==> src/design/dvs_pkg.sv <==
`default_nettype none
package dvs_pkg;

  localparam int unsigned NumRegs   = 8;
  localparam int unsigned RegW      = 31;
  localparam int unsigned RegIdxW   = 3;
  localparam int unsigned InDataW   = 168;
  localparam int unsigned OutDataW  = 136;
  localparam int unsigned QueueDepth = 2;

  localparam logic [RegIdxW-1:0] REG_MAX_LIN_VEL = 3'd0;
  localparam logic [RegIdxW-1:0] REG_MAX_ANG_VEL = 3'd1;
  localparam logic [RegIdxW-1:0] REG_MAX_LIN_ACC = 3'd2;
  localparam logic [RegIdxW-1:0] REG_MAX_ANG_ACC = 3'd3;
  localparam logic [RegIdxW-1:0] REG_CMD_TIMEOUT = 3'd4;
  localparam logic [RegIdxW-1:0] REG_HALF_TRACK  = 3'd5;
  localparam logic [RegIdxW-1:0] REG_MOVING_THR  = 3'd6;
  localparam logic [RegIdxW-1:0] REG_ROTATE_THR  = 3'd7;

  localparam logic OP_COMMAND = 1'b0;
  localparam logic OP_TICK    = 1'b1;

  typedef struct packed {
    logic [RegW-1:0] max_lin_vel;
    logic [RegW-1:0] max_ang_vel;
    logic [RegW-1:0] max_lin_acc;
    logic [RegW-1:0] max_ang_acc;
    logic [RegW-1:0] cmd_timeout;
    logic [RegW-1:0] half_track;
    logic [RegW-1:0] moving_thr;
    logic [RegW-1:0] rotate_thr;
  } cfg_t;

  typedef struct packed {
    logic               is_tick;
    logic signed [31:0] desired_linear;
    logic signed [31:0] desired_angular;
    logic [15:0]        elapsed;
    logic [16:0]        safety_scale;
    logic signed [31:0] measured_linear;
    logic signed [31:0] measured_angular;
  } item_t;

  typedef struct packed {
    logic signed [31:0] left_wheel_speed;
    logic signed [31:0] right_wheel_speed;
    logic signed [31:0] sent_linear;
    logic signed [31:0] sent_angular;
    logic               drive_enable;
    logic               timed_out;
  } res_t;

  // Queue handshake between front and back.
  typedef struct packed {
    logic valid;
    logic pop;
  } qctl_t;

  // Move cur toward target by at most step.
  function automatic logic signed [31:0] slew(input logic signed [31:0] cur,
                                              input logic signed [31:0] target,
                                              input logic [31:0] step);
    logic signed [33:0] c;
    logic signed [33:0] t;
    logic signed [33:0] s;
    c = 34'(cur);
    t = 34'(target);
    if (t > c) begin
      s = c + $signed({2'b00, step});
      if (s > t) s = t;
    end else begin
      s = c - $signed({2'b00, step});
      if (s < t) s = t;
    end
    return s[31:0];
  endfunction

  function automatic logic signed [31:0] sat32(input logic signed [48:0] v);
    if (v > 49'sd2147483647) return 32'sh7FFFFFFF;
    if (v < -49'sd2147483648) return 32'sh80000000;
    return v[31:0];
  endfunction

endpackage
`default_nettype wire

==> src/design/dvs_front.sv <==
`default_nettype none
module dvs_front
  import dvs_pkg::*;
(
  input  wire logic clk,
  input  wire logic rst_n,
  input  wire logic in_valid,
  output logic      in_ready,
  input  wire item_t in_item,
  output qctl_t     q_st,
  input  wire logic q_pop,
  output item_t     q_item
);

  localparam int unsigned PtrW = $clog2(QueueDepth);

  item_t            mem_r [QueueDepth];
  logic [PtrW-1:0]  wr_r, wr_nxt, rd_r, rd_nxt;
  logic [PtrW:0]    cnt_r, cnt_nxt;
  logic             push;

  assign in_ready = (cnt_r != (PtrW+1)'(QueueDepth));
  assign push     = in_valid && in_ready;
  assign q_item   = mem_r[rd_r];
  assign q_st.valid = (cnt_r != '0);
  assign q_st.pop   = q_pop;

  always_comb begin
    wr_nxt  = push  ? PtrW'(wr_r + 1'b1) : wr_r;
    rd_nxt  = q_pop ? PtrW'(rd_r + 1'b1) : rd_r;
    cnt_nxt = cnt_r + (PtrW+1)'(push) - (PtrW+1)'(q_pop);
  end

  always_ff @(posedge clk) begin
    if (!rst_n) begin
      wr_r  <= '0;
      rd_r  <= '0;
      cnt_r <= '0;
    end else begin
      wr_r  <= wr_nxt;
      rd_r  <= rd_nxt;
      cnt_r <= cnt_nxt;
    end
  end

  always_ff @(posedge clk) begin
    if (push) mem_r[wr_r] <= in_item;
  end

endmodule
`default_nettype wire

==> config.mk <==
export PLATFORM = sky130hd
export DESIGN_NAME = dvs_front
export DESIGN_NICKNAME = d
export VERILOG_FILES = /design/src/design/dvs_pkg.sv /design/src/design/dvs_front.sv
export SDC_FILE = /design/constraint.sdc
export NUM_CORES = 1
export LEC_CHECK = 0
export ABC_AREA = 0
export BUFFER_PORTS_ARGS = -buffer_cell sky130_fd_sc_hd__buf_2
export CAP_MARGIN = 40
export CORE_MARGIN = 2
export CORE_UTILIZATION = 58
export CTS_BUF_LIST = sky130_fd_sc_hd__clkbuf_8
export CTS_CLUSTER_DIAMETER = 50
export DETAILED_ROUTE_END_ITERATION = 7
export HOLD_SLACK_MARGIN = 0.08
export PLACE_DENSITY = 0.87
export SYNTH_ARGS = -nofsm -noshare
export SYNTH_HDL_FRONTEND = slang
export SYNTH_SLANG_ARGS = --single-unit
export TNS_END_PERCENT = 50
==> constraint.sdc <==
create_clock -name clk -period 15 [get_ports clk]
set_input_delay 0.75 -clock clk [delete_from_list [all_inputs] [get_ports clk]]
set_output_delay 0.75 -clock clk [all_outputs]
set_load 0.05 [all_outputs]
Yosys cells after proc, flatten, opt, wreduce, memory -nomap -nowiden --
Memory sizes are Yosys's and may differ from the RTL's. A register that Yosys moved wholly into a read port is not among the register bits. Cells that the tools add are included.
Cells by class: divide/modulo/power cells 0, eq/ne operators 1, magnitude comparators 0, mux-type cells 4, shifts and indexed selects 0, bitwise operators 0, add/sub/neg operators 4, reduce and logical (&&, ||, !) cells 2, $mul 0
Operators by type and width (count):
- 1-bit two-way mux | 4
- 1-bit adder, second input constant | 2
- 2-bit by 1-bit adder with 2-bit output | 1
- 2-bit != test, second input constant | 1
- 2-bit nonzero test | 1
- 2-bit by 1-bit subtractor with 2-bit output | 1
- 1-bit logical AND | 1
Storage, ports and cells: output and inout port bits 165, memories kept 1, register bits after elaboration 4, bits in read-only memories 0, bits in writable memories 324, word-level logic and storage cells 15, latch bits 0
Memory list:
- mem_r | words 2, bits a word 162, read ports 1, clocked after Yosys merged registers in 1, write ports 1, RTL line dvs_front.sv:17 | item_t mem_r [QueueDepth];

Longest topological paths before layout --
Gate-level depths: netlist (run 1).
depth in word-level cells 4, depth in mapped cells 7, gate-level depth less buffers 7

Least setup slack after synthesis (run 1) --
OpenSTA, ideal clock, no wires.
kind flip-flop to flip-flop, from register cnt_r[0], to memory mem_r[1][0] (netlist bit), enable pin, slack 9.717 ns, period minus slack after synthesis 5.283 ns, path buffers 0, arrival 4.741 ns, required time 14.458 ns, cell stages (with the launch flop) 3, cell sequence dfxtp_1 > nand2b_1 > and3_1
On the way: word-level cells in the longest chain between the ends 4
Ends and longest elaborated chain:
- from (decl) | RTL line dvs_front.sv:19 | logic [PtrW:0] cnt_r, cnt_nxt;
- from (signal assigned) | RTL line dvs_front.sv:42 | cnt_r <= cnt_nxt;
- 2-bit != test | RTL line dvs_front.sv:22 | assign in_ready = (cnt_r != (PtrW+1)'(QueueDepth));
- named net in_ready | RTL line dvs_front.sv:8 | output logic in_ready,
- 1-bit logical AND | RTL line dvs_front.sv:23 | assign push = in_valid && in_ready;
- 1-bit two-way mux | RTL line dvs_front.sv:47 | if (push) mem_r[wr_r] <= in_item;
- 1-bit two-way mux (not written as such) | RTL line dvs_front.sv:47
- to (decl) | RTL line dvs_front.sv:17
The timed path passes the listed nets, and every way through them passes these cells.

==> results.json, run 1 <==
{
  "wirelength_mm": 24.6,
  "grtUsageMet1_pct": 22.7,
  "finalSetupTns_ps": 0,
  "post_cts_resized": 0,
  "dp_hpwl_mm": 16.7,
  "crit_path_start_kind": "flop",
  "critPathCaptureType": "output pin",
  "final_antenna_net_count": 0,
  "fillers": 1255,
  "syn2layout_area_growth_pct": 24.4,
  "setup_ws_ps": 10960,
  "r2r-start": "cnt_r[0]",
  "synth.area.top_cells": "edfxtp_1 79%, mux2_4 9.8%, mux2_2 7.5%, buf_6 0.92%, dfxtp_1 0.82%",
  "postCtsSetupRepairBufs": 0,
  "final_nets": 1074,
  "die_y_um": 150,
  "ctsHoldBuffers": 0,
  "min_period_over_period_pct": 27.0,
  "crit_required_ps": 14250,
  "gr-max-usage-layer": "met2",
  "clock_skew_ps": 15.8,
  "yosysSeqAreaShare_pct": 80.0,
  "synth-main-ff-cell": "edfxtp_1",
  "grt.overflow.total": 0,
  "post_drt_wl_per_cell_um": 20.1,
  "initial_core_util_pct": 58.8,
  "reg2reg_slack_ps": 12360,
  "crit_type": "flop to output pin",
  "core_area_sq_um": 20900,
  "synth_area_per_cell_sq_um": 23.0,
  "syn-cell-area_sq_um": 12300,
  "cts-root-buf": "clkbuf_8",
  "synth_top_area_share_pct": 79.2,
  "dieArea_sq_um": 22400,
  "synth_edf_count": 324,
  "cts.htree.levels": 2,
  "synth-seq-cells": 329,
  "path_max_fanout": 54,
  "post-place-ws_ps": 11510,
  "core.rowCount": 53,
  "worst_slew_pin_slew_ps": 824,
  "cts_buffer_depth": 3,
  "max_freq_mhz": 247,
  "status": "complete, no violations",
  "postSynthCellCount": 533,
  "r2r-end": "mem_r[0][6]",
  "yosys.cell_count.top_type": "edfxtp_1",
  "grt_start_max_net_pins": 87,
  "p_leak_nw": 6.00,
  "numCtsBuffers": 51,
  "crit_end": "q_item[62]",
  "synth_nets": 700,
  "crit_arrival_ps": 3290,
  "path_clk_slew_ps": 60,
  "r2r_cells": 5,
  "synth_common_cells": "324 x edfxtp_1, 82 x mux2_2, 80 x mux2_4",
  "hold_viol_final": 0,
  "ys_types": 25,
  "relSlewSlack_pct": 45.1,
  "grt_use_met3_pct": 8.08,
  "fin_crit_ps": 4040,
  "port_buffers": 330,
  "rsz0062_at_grt": "false",
  "grt_pass1_vias": 6779,
  "hold_start": "in_item[7]",
  "setup_viol": 0,
  "route.detailed.drc": 0,
  "utilization_pct": 73.2,
  "insertion_delay_ps": 550,
  "grt_antenna_before_repair": 4,
  "synth_area_leader_cell": "edfxtp_1",
  "cts_sinks": 329,
  "totalPowerFinal_mw": 2.31,
  "place_congestion": 0.797,
  "ys_warn_count": 0,
  "vias": 6317,
  "grtUsageMet2_pct": 38.4,
  "boundaryPins": 331,
  "ir_drop_v": 0.000148,
  "maxCapViolCount": 0,
  "final_max_slew_viol_count": 0,
  "track_usage_pct": 21.3,
  "via_per_inst": 5.17,
  "dr.pass1.iters": 7,
  "min_path_type": "input port to flop",
  "drive_gt1_share_pct": 60.3,
  "cts_tree": "done",
  "async_flop_share_pct": 0,
  "grt_pass1_wl_mm": 35.9,
  "cellPowerDensity_nw_per_um2": 151,
  "hold_ws_ps": 387,
  "drt-initial-drc-count": 294,
  "die_w_um": 150
}
how the worst min path moves through the flow:
stage	end	slack, ps	depth (start not counted)
global route	mem_r[0][7]	350	1
CTS	mem_r[0][72]	350	1
global placement	flop	560	2
detailed placement	flop	590	2
floorplan	wr_r	530	2
finish	mem_r[1][7]	390	1
state kept, by name (all words and copies together) (netlist names), named ones only:
name and flops:
cnt_r 2, mem_r 324, rd_r 1, wr_r 1
metal layers:
| metal | vias to the layer above | wire length [um] |
|---|---|---|
| met3 | 56 | 2350 |
| met1 | 3082 | 8490 |
| met5 | - | 13 |
| met2 | 285 | 13100 |
| met4 | 2 | 664 |
| li1 | 2892 | - |
cells in the final DEF, fill, tap and decap left out, types with 4 or more instances in the layout:
master	count
buf_16	5
inv_1	20
dfxtp_1	4
clkbuf_8	55
buf_2	330
buf_4	5
edfxtp_1	324
clkinv_1	10
mux2_2	82
mux2_4	80
kinds of logic (layout without fill, tap and decap cells):
logic type	after synthesis	count (layout)	share of synthesized area [%]
mux	163	163	17.4
simple gates	12	12	0.601
fa+ha+maj	1	1	0.102
flops	329	329	80.0
buf+inv	21	432	1.37
compound gates	5	5	0.367
xor+xnor	2	2	0.143
other cells	0	2	0
area by class of cell:
cell class	count	area, sq um	share of cell area, %
multi-input cells	183	2290	15.0
clock inverters	35	214	1.40
well taps	275	344	2.25
flip-flops and latches	329	9830	64.3
inverters	2	12.5	0.0819
clock buffers	55	757	4.95
repair buffers	340	1830	12.0
diodes	2	5.00	0.0328
where the power goes:
| group | leakage (nW) | switching, mW | internal, mW |
|---|---|---|---|
| logic | 2.37 | 0.334 | 0.141 |
| clock network | 0.566 | 0.315 | 0.387 |
| registers | 3.07 | 0.0263 | 1.10 |
per-stage QoR:
| step | instance area [sq um] | std cells |
|---|---|---|
| after detailed placement | 14300 | 1129 |
| after CTS | 15300 | 1219 |
| after floorplan | 12300 | 533 |
| after global placement | 14200 | 1124 |
| after global routing | 15300 | 1220 |
| final | 15300 | 1221 |
worst max-delay path, cell delays in order, from the launching register on:
cell	delay (ps)
dfxtp_4	870
buf_4	370
buf_16	320
buf_4	210
buf_16	290
mux2_2	390
buf_2	210
Power figures use the tool's default switching activity.
==> run 2: changes to the inputs <==
- ABC_AREA: 0 -> 1
- CORE_UTILIZATION: 58 -> 49
- PLACE_DENSITY: 0.87 -> 0.78
- clock period: 15 -> 3.7 ns (I/O delays scaled with it)
==> run 2 against run 1 <==
  * Die area rose by 17%
  * Via count up 13%
  * Register-to-register slack got worse by 11000 ps
  * Highest routed layer is now met4
  * Critical path depth fell by 2
  * Largest cell class unchanged
  * Core utilization fell by 3.6 points
==> results.json, run 2 <==
{
  "status": "complete, no violations",
  "die_w_um": 162,
  "cts_sinks": 329,
  "drt-initial-drc-count": 396,
  "dr.pass1.iters": 5,
  "fin_crit_ps": 2520,
  "syn2layout_area_growth_pct": 38.6,
  "crit_path_start_kind": "flop",
  "reg_top3": "mem_r (324), cnt_r (2)",
  "synth_common_cells": "324 x edfxtp_1, 82 x mux2_2, 80 x mux2_4",
  "via_per_inst": 4.95,
  "core_area_sq_um": 24400,
  "cts.htree.levels": 2,
  "dp_hpwl_mm": 16.7,
  "ir_drop_v": 0.000411,
  "setup_viol": 0,
  "clock_skew_ps": 32.4,
  "design_area_sq_um": 17000,
  "final_max_slew_viol_count": 0,
  "track_usage_pct": 21.0,
  "grt_start_max_net_pins": 66,
  "worst_slew_pin_slew_ps": 806,
  "rsz0062_at_grt": "false",
  "postPlaceCellArea_sq_um": 14400,
  "path_max_fanout": 29,
  "wl_met3_mm": 2.29,
  "final_antenna_net_count": 0,
  "synth_nets": 704,
  "final_nets": 1251,
  "critPathCaptureType": "output pin",
  "grt_antenna_before_repair": 1,
  "dp_cells": 1189,
  "hold_viol_final": 0,
  "route.detailed.drc": 0,
  "insertion_delay_ps": 550,
  "yosysSeqAreaShare_pct": 80.3,
  "yosys.cell_count.top_type": "edfxtp_1",
  "synth-main-ff-cell": "edfxtp_1",
  "boundaryPins": 331,
  "place_congestion": 0.764,
  "cts_tree": "done",
  "maxCapViolCount": 0,
  "r2r_cells": 5,
  "post_drt_wl_per_cell_um": 19.5,
  "cts-root-buf": "clkbuf_8",
  "vias": 7122,
  "highest_layer": "met4",
  "largest_reg_flops": 324,
  "synth-seq-cells": 329,
  "synth_edf_count": 324,
  "postSynthCellCount": 537,
  "crit_required_ps": 3510,
  "setup_ws_ps": 1180,
  "ys_warn_count": 0,
  "wl_met1_mm": 10.1,
  "initial_core_util_pct": 50.2,
  "instances_no_fill": 1440,
  "die_y_um": 162,
  "post-place-ws_ps": 1610,
  "p_leak_nw": 6.66,
  "synth.area.top_cells": "edfxtp_1 79%, mux2_4 9.8%, mux2_2 7.5%, buf_6 0.92%, dfxtp_1 0.82%",
  "final_common_cell": "buf_2",
  "grt_pass1_wl_mm": 41.6,
  "crit_arrival_ps": 2330,
  "min_path_type": "input port to flop",
  "drive_gt1_share_pct": 51.6,
  "cts_buffer_depth": 3,
  "grt_pass1_vias": 7756,
  "max_freq_mhz": 398,
  "min_path_cells": 2,
  "synth_area_per_cell_sq_um": 22.8,
  "dieArea_sq_um": 26300,
  "grt.overflow.total": 0,
  "synth_area_leader_cell": "edfxtp_1",
  "core.rowCount": 57,
  "async_flop_share_pct": 0,
  "numCtsBuffers": 52,
  "largest-register": "mem_r",
  "wl_met2_mm": 15.0,
  "cellPowerDensity_nw_per_um2": 553,
  "postCtsSetupRepairBufs": 0,
  "layout_common_cells": "330 x buf_2, 324 x edfxtp_1, 165 x dlygate4sd3_1, 82 x mux2_2, 80 x mux2_4",
  "min_period_over_period_pct": 68.0,
  "port_buffers": 330,
  "synth_top_area_share_pct": 79.5,
  "relSlewSlack_pct": 46.1,
  "wirelength_mm": 28.1,
  "ys_types": 15,
  "crit_type": "flop to output pin",
  "finalSetupTns_ps": 0,
  "syn-cell-area_sq_um": 12200,
  "path_clk_slew_ps": 60
}
run 2: cell types whose count changed after synthesis, sizes merged, moves of 2 or more:
cell / change
nand3b: -2
inv: +5
a21boi: -2
and2: -3
nand2: +7
a21oi: +2
nor2: +4
run 2: routing by layer:
metal  GRT usage (%)  vias to the layer above
met5               0                        -
met4            7.24                        0
met3            5.52                       56
met2            39.1                      352
met1            23.1                     3493
li1                -                     3221
run 2: metrics by stage:
step / hold slack [ps] / util [%] / total power [mW]
3_5_place_dp: 376 / 59.0 / 6.55
2_1_floorplan: 278 / - / 6.07
6_report: 357 / 69.5 / 9.38
4_1_cts: 318 / 69.5 / 9.41
3_3_place_gp: 372 / 58.9 / 6.50
5_1_grt: 334 / 69.5 / 9.72
run 2: layout make-up:
| cell class | instances | area, sq um |
|---|---|---|
| Timing Repair Buffer | 512 | 3530 |
| Tap cell | 324 | 405 |
| Inverter | 7 | 26.3 |
| Clock buffer | 53 | 729 |
| Antenna cell | 1 | 2.50 |
| Multi-Input combinational cell | 182 | 2240 |
| Clock inverter | 32 | 189 |
| Fill cell | 1500 | 7430 |
| Sequential cell | 329 | 9830 |
run 2: timing repair:
action	CTS	global route
hold endpoints to repair	329	0
hold buffers	165	0
resized for setup	0	0
run 2: path summary, 6_finish.rpt:
kind / start / end / slack (ps)
setup / recovery: flop / q_item[39] / 1180
hold / removal: in_item[116] / mem_r[0][116] / 360
setup reg to reg: cnt_r[0] / mem_r[0][76] / 1640
hold reg to reg: rd_r / rd_r / 510
run 2: logic make-up (layout without fill, tap and decap cells):
family	after synthesis	after routing	synth area share, %
flops	329	329	80.3
mux	162	162	17.4
buf+inv	26	604	1.52
simple gates	15	15	0.480
compound gates	2	2	0.0818
xor+xnor	2	2	0.143
fa+ha+maj	1	1	0.102
other cells	0	1	0
run 2: where the power goes:
group / leakage, nW / internal [mW] / switching (mW) / total [mW]
Sequential: 3.07 / 4.46 / 0.0939 / 4.55
Clock: 0.508 / 1.46 / 1.29 / 2.74
Combinational: 3.09 / 0.682 / 1.40 / 2.08
run 2: critical path, stage by stage, from the launching register on:
cell and delay, ps:
dfxtp_4 620, buf_12 280, buf_12 260, mux2_2 370, buf_2 220
==> run 3: changes to the inputs <==
- clock period: 3.7 -> 2.3 ns (I/O delays scaled with it)
==> run 3 against run 2 <==
  * Count of clock-buffer cells in the layout shrank 2
  * Non-clock buffer count grew 1
  * First-iteration DRC count grew 19%
  * Register-to-register slack lost 1200 ps
  * Design area grew 0.22%
  * Sequential power grew 61%
  * Largest power group unchanged
==> results.json, run 3 (synthesis gave the netlist of run 2 again) <==
{
  "largest-register": "mem_r",
  "final_common_cell": "buf_2",
  "dp_hpwl_mm": 15.6,
  "route.detailed.drc": 0,
  "post_drt_wl_per_cell_um": 19.4,
  "status": "complete, no violations",
  "path_clk_slew_ps": 80,
  "timing.critical_path.cells": "buf_4 > mux2_2 > buf_2",
  "grt.overflow.total": 0,
  "crit_path_max_incr_delay_ps": 620,
  "worst_slew_pin_slew_ps": 536,
  "die_y_um": 162,
  "initial_core_util_pct": 50.2,
  "syn2layout_area_growth_pct": 38.9,
  "design_area_sq_um": 17000,
  "cts_buffer_depth": 3,
  "grt_antenna_before_repair": 1,
  "maxCapViolCount": 0,
  "final_nets": 1251,
  "numCtsBuffers": 51,
  "layout_common_cells": "330 x buf_2, 324 x edfxtp_1, 166 x dlygate4sd3_1, 82 x mux2_2, 80 x mux2_4",
  "hold_viol_final": 0,
  "cts_sinks": 329,
  "ir_drop_v": 0.000656,
  "relSlewSlack_pct": 64.2,
  "crit_arrival_ps": 2010,
  "via_per_inst": 4.94,
  "final_max_slew_viol_count": 0,
  "die_w_um": 162,
  "clock_skew_ps": 19.4,
  "dieArea_sq_um": 26300,
  "path_max_fanout": 14,
  "r2r-end": "cnt_r[0]",
  "postPlaceCellArea_sq_um": 14500,
  "min_period_over_period_pct": 92.2,
  "setup_ws_ps": 179,
  "cts-root-buf": "clkbuf_8",
  "crit_path_start_kind": "flop",
  "largest_reg_flops": 324,
  "crit_type": "flop to output pin",
  "fin_crit_ps": 2120,
  "p_leak_nw": 6.67,
  "cts.htree.levels": 2,
  "min_path_cells": 2,
  "reg_top3": "mem_r (324), cnt_r (2)",
  "insertion_delay_ps": 560,
  "post-place-ws_ps": 604,
  "core.rowCount": 57,
  "cts_tree": "done",
  "cellPowerDensity_nw_per_um2": 878,
  "critPathCaptureType": "output pin",
  "holdPathEnd": "mem_r[1][68]",
  "core_area_sq_um": 24400,
  "final_antenna_net_count": 0,
  "dr.pass1.iters": 4,
  "min_path_type": "input port to flop",
  "cpMaxStageDelayCell": "dfxtp_4",
  "hold_start": "in_item[68]",
  "track_usage_pct": 20.8,
  "setup_viol": 0,
  "max_freq_mhz": 472,
  "post_cts_resized": 0,
  "crit_required_ps": 2180,
  "vias": 7136,
  "reg2reg_slack_ps": 430,
  "fillers": 1514,
  "grt_pass1_wl_mm": 41.9,
  "r2r_cells": 7,
  "totalPowerFinal_mw": 14.9,
  "rsz0062_at_grt": "false",
  "drive_gt1_share_pct": 51.4,
  "port_buffers": 330,
  "wirelength_mm": 28.0,
  "r2r-start": "cnt_r[1]",
  "boundaryPins": 331,
  "grt_pass1_vias": 7675,
  "place_congestion": 0.782,
  "grt_start_max_net_pins": 86,
  "drt-initial-drc-count": 472
}
run 3: worst max path at each step:
stage	from	endpoint	slack (ps)	depth (start not counted)
2_1_floorplan	cnt_r[0]	mem_r[1][0]	-1120	4
3_3_place_gp	flop	q_item[8]	610	3
6_report	flop	q_item[14]	180	3
3_5_place_dp	flop	q_item[34]	600	3
4_1_cts	flop	q_item[34]	110	3
5_1_grt	flop	q_item[14]	100	3
run 3: layout make-up:
class | count | area (sq um) | share of cell area, %
tap | 324 | 405 | 2.38
antenna | 2 | 5.00 | 0.0294
timing repair buffer | 513 | 3590 | 21.1
clock buffer | 51 | 702 | 4.13
inverter | 7 | 26.3 | 0.155
multi-input combinational | 182 | 2270 | 13.4
sequential | 329 | 9830 | 57.9
clock inverter | 36 | 159 | 0.935
run 3: power breakdown:
group / switching, mW / total (mW) / internal [mW] / leakage [nW]
Sequential: 0.153 / 7.33 / 7.18 / 3.07
Clock: 2.16 / 4.22 / 2.06 / 0.488
Combinational: 2.26 / 3.38 / 1.13 / 3.11
run 3: routing by layer:
metal | global-route usage, % | share of wire [%] | vias up
li1 | - | - | 3226
met1 | 24.2 | 38 | 3540
met2 | 37.5 | 52 | 311
met3 | 5.31 | 6.9 | 59
met4 | 7.44 | 2.6 | 0
met5 | 0 | 0 | -
run 3: per-stage QoR:
stage               std cells  hold slack [ps]  util [%]  TNS (ps)
floorplan                 537              208         -   -358930
global placement         1188              302      59.3         0
detailed placement       1188              306      59.3         0
CTS                      1442              245      69.7         0
global route             1443              255      69.7         0
finish                   1444              274      69.7         0
run 3: worst max-delay path: cells and delay by family, from the launching register on:
family,cells,cell delay [ps]
muxes,1,360
buffers and inverters,2,480
DFF,1,620
run 3: timing repair:
action	in CTS	in global routing
endpoints found under the hold margin	329	0
endpoints found under the setup margin	1	0
hold buffers	166	0
setup buffers	1	0
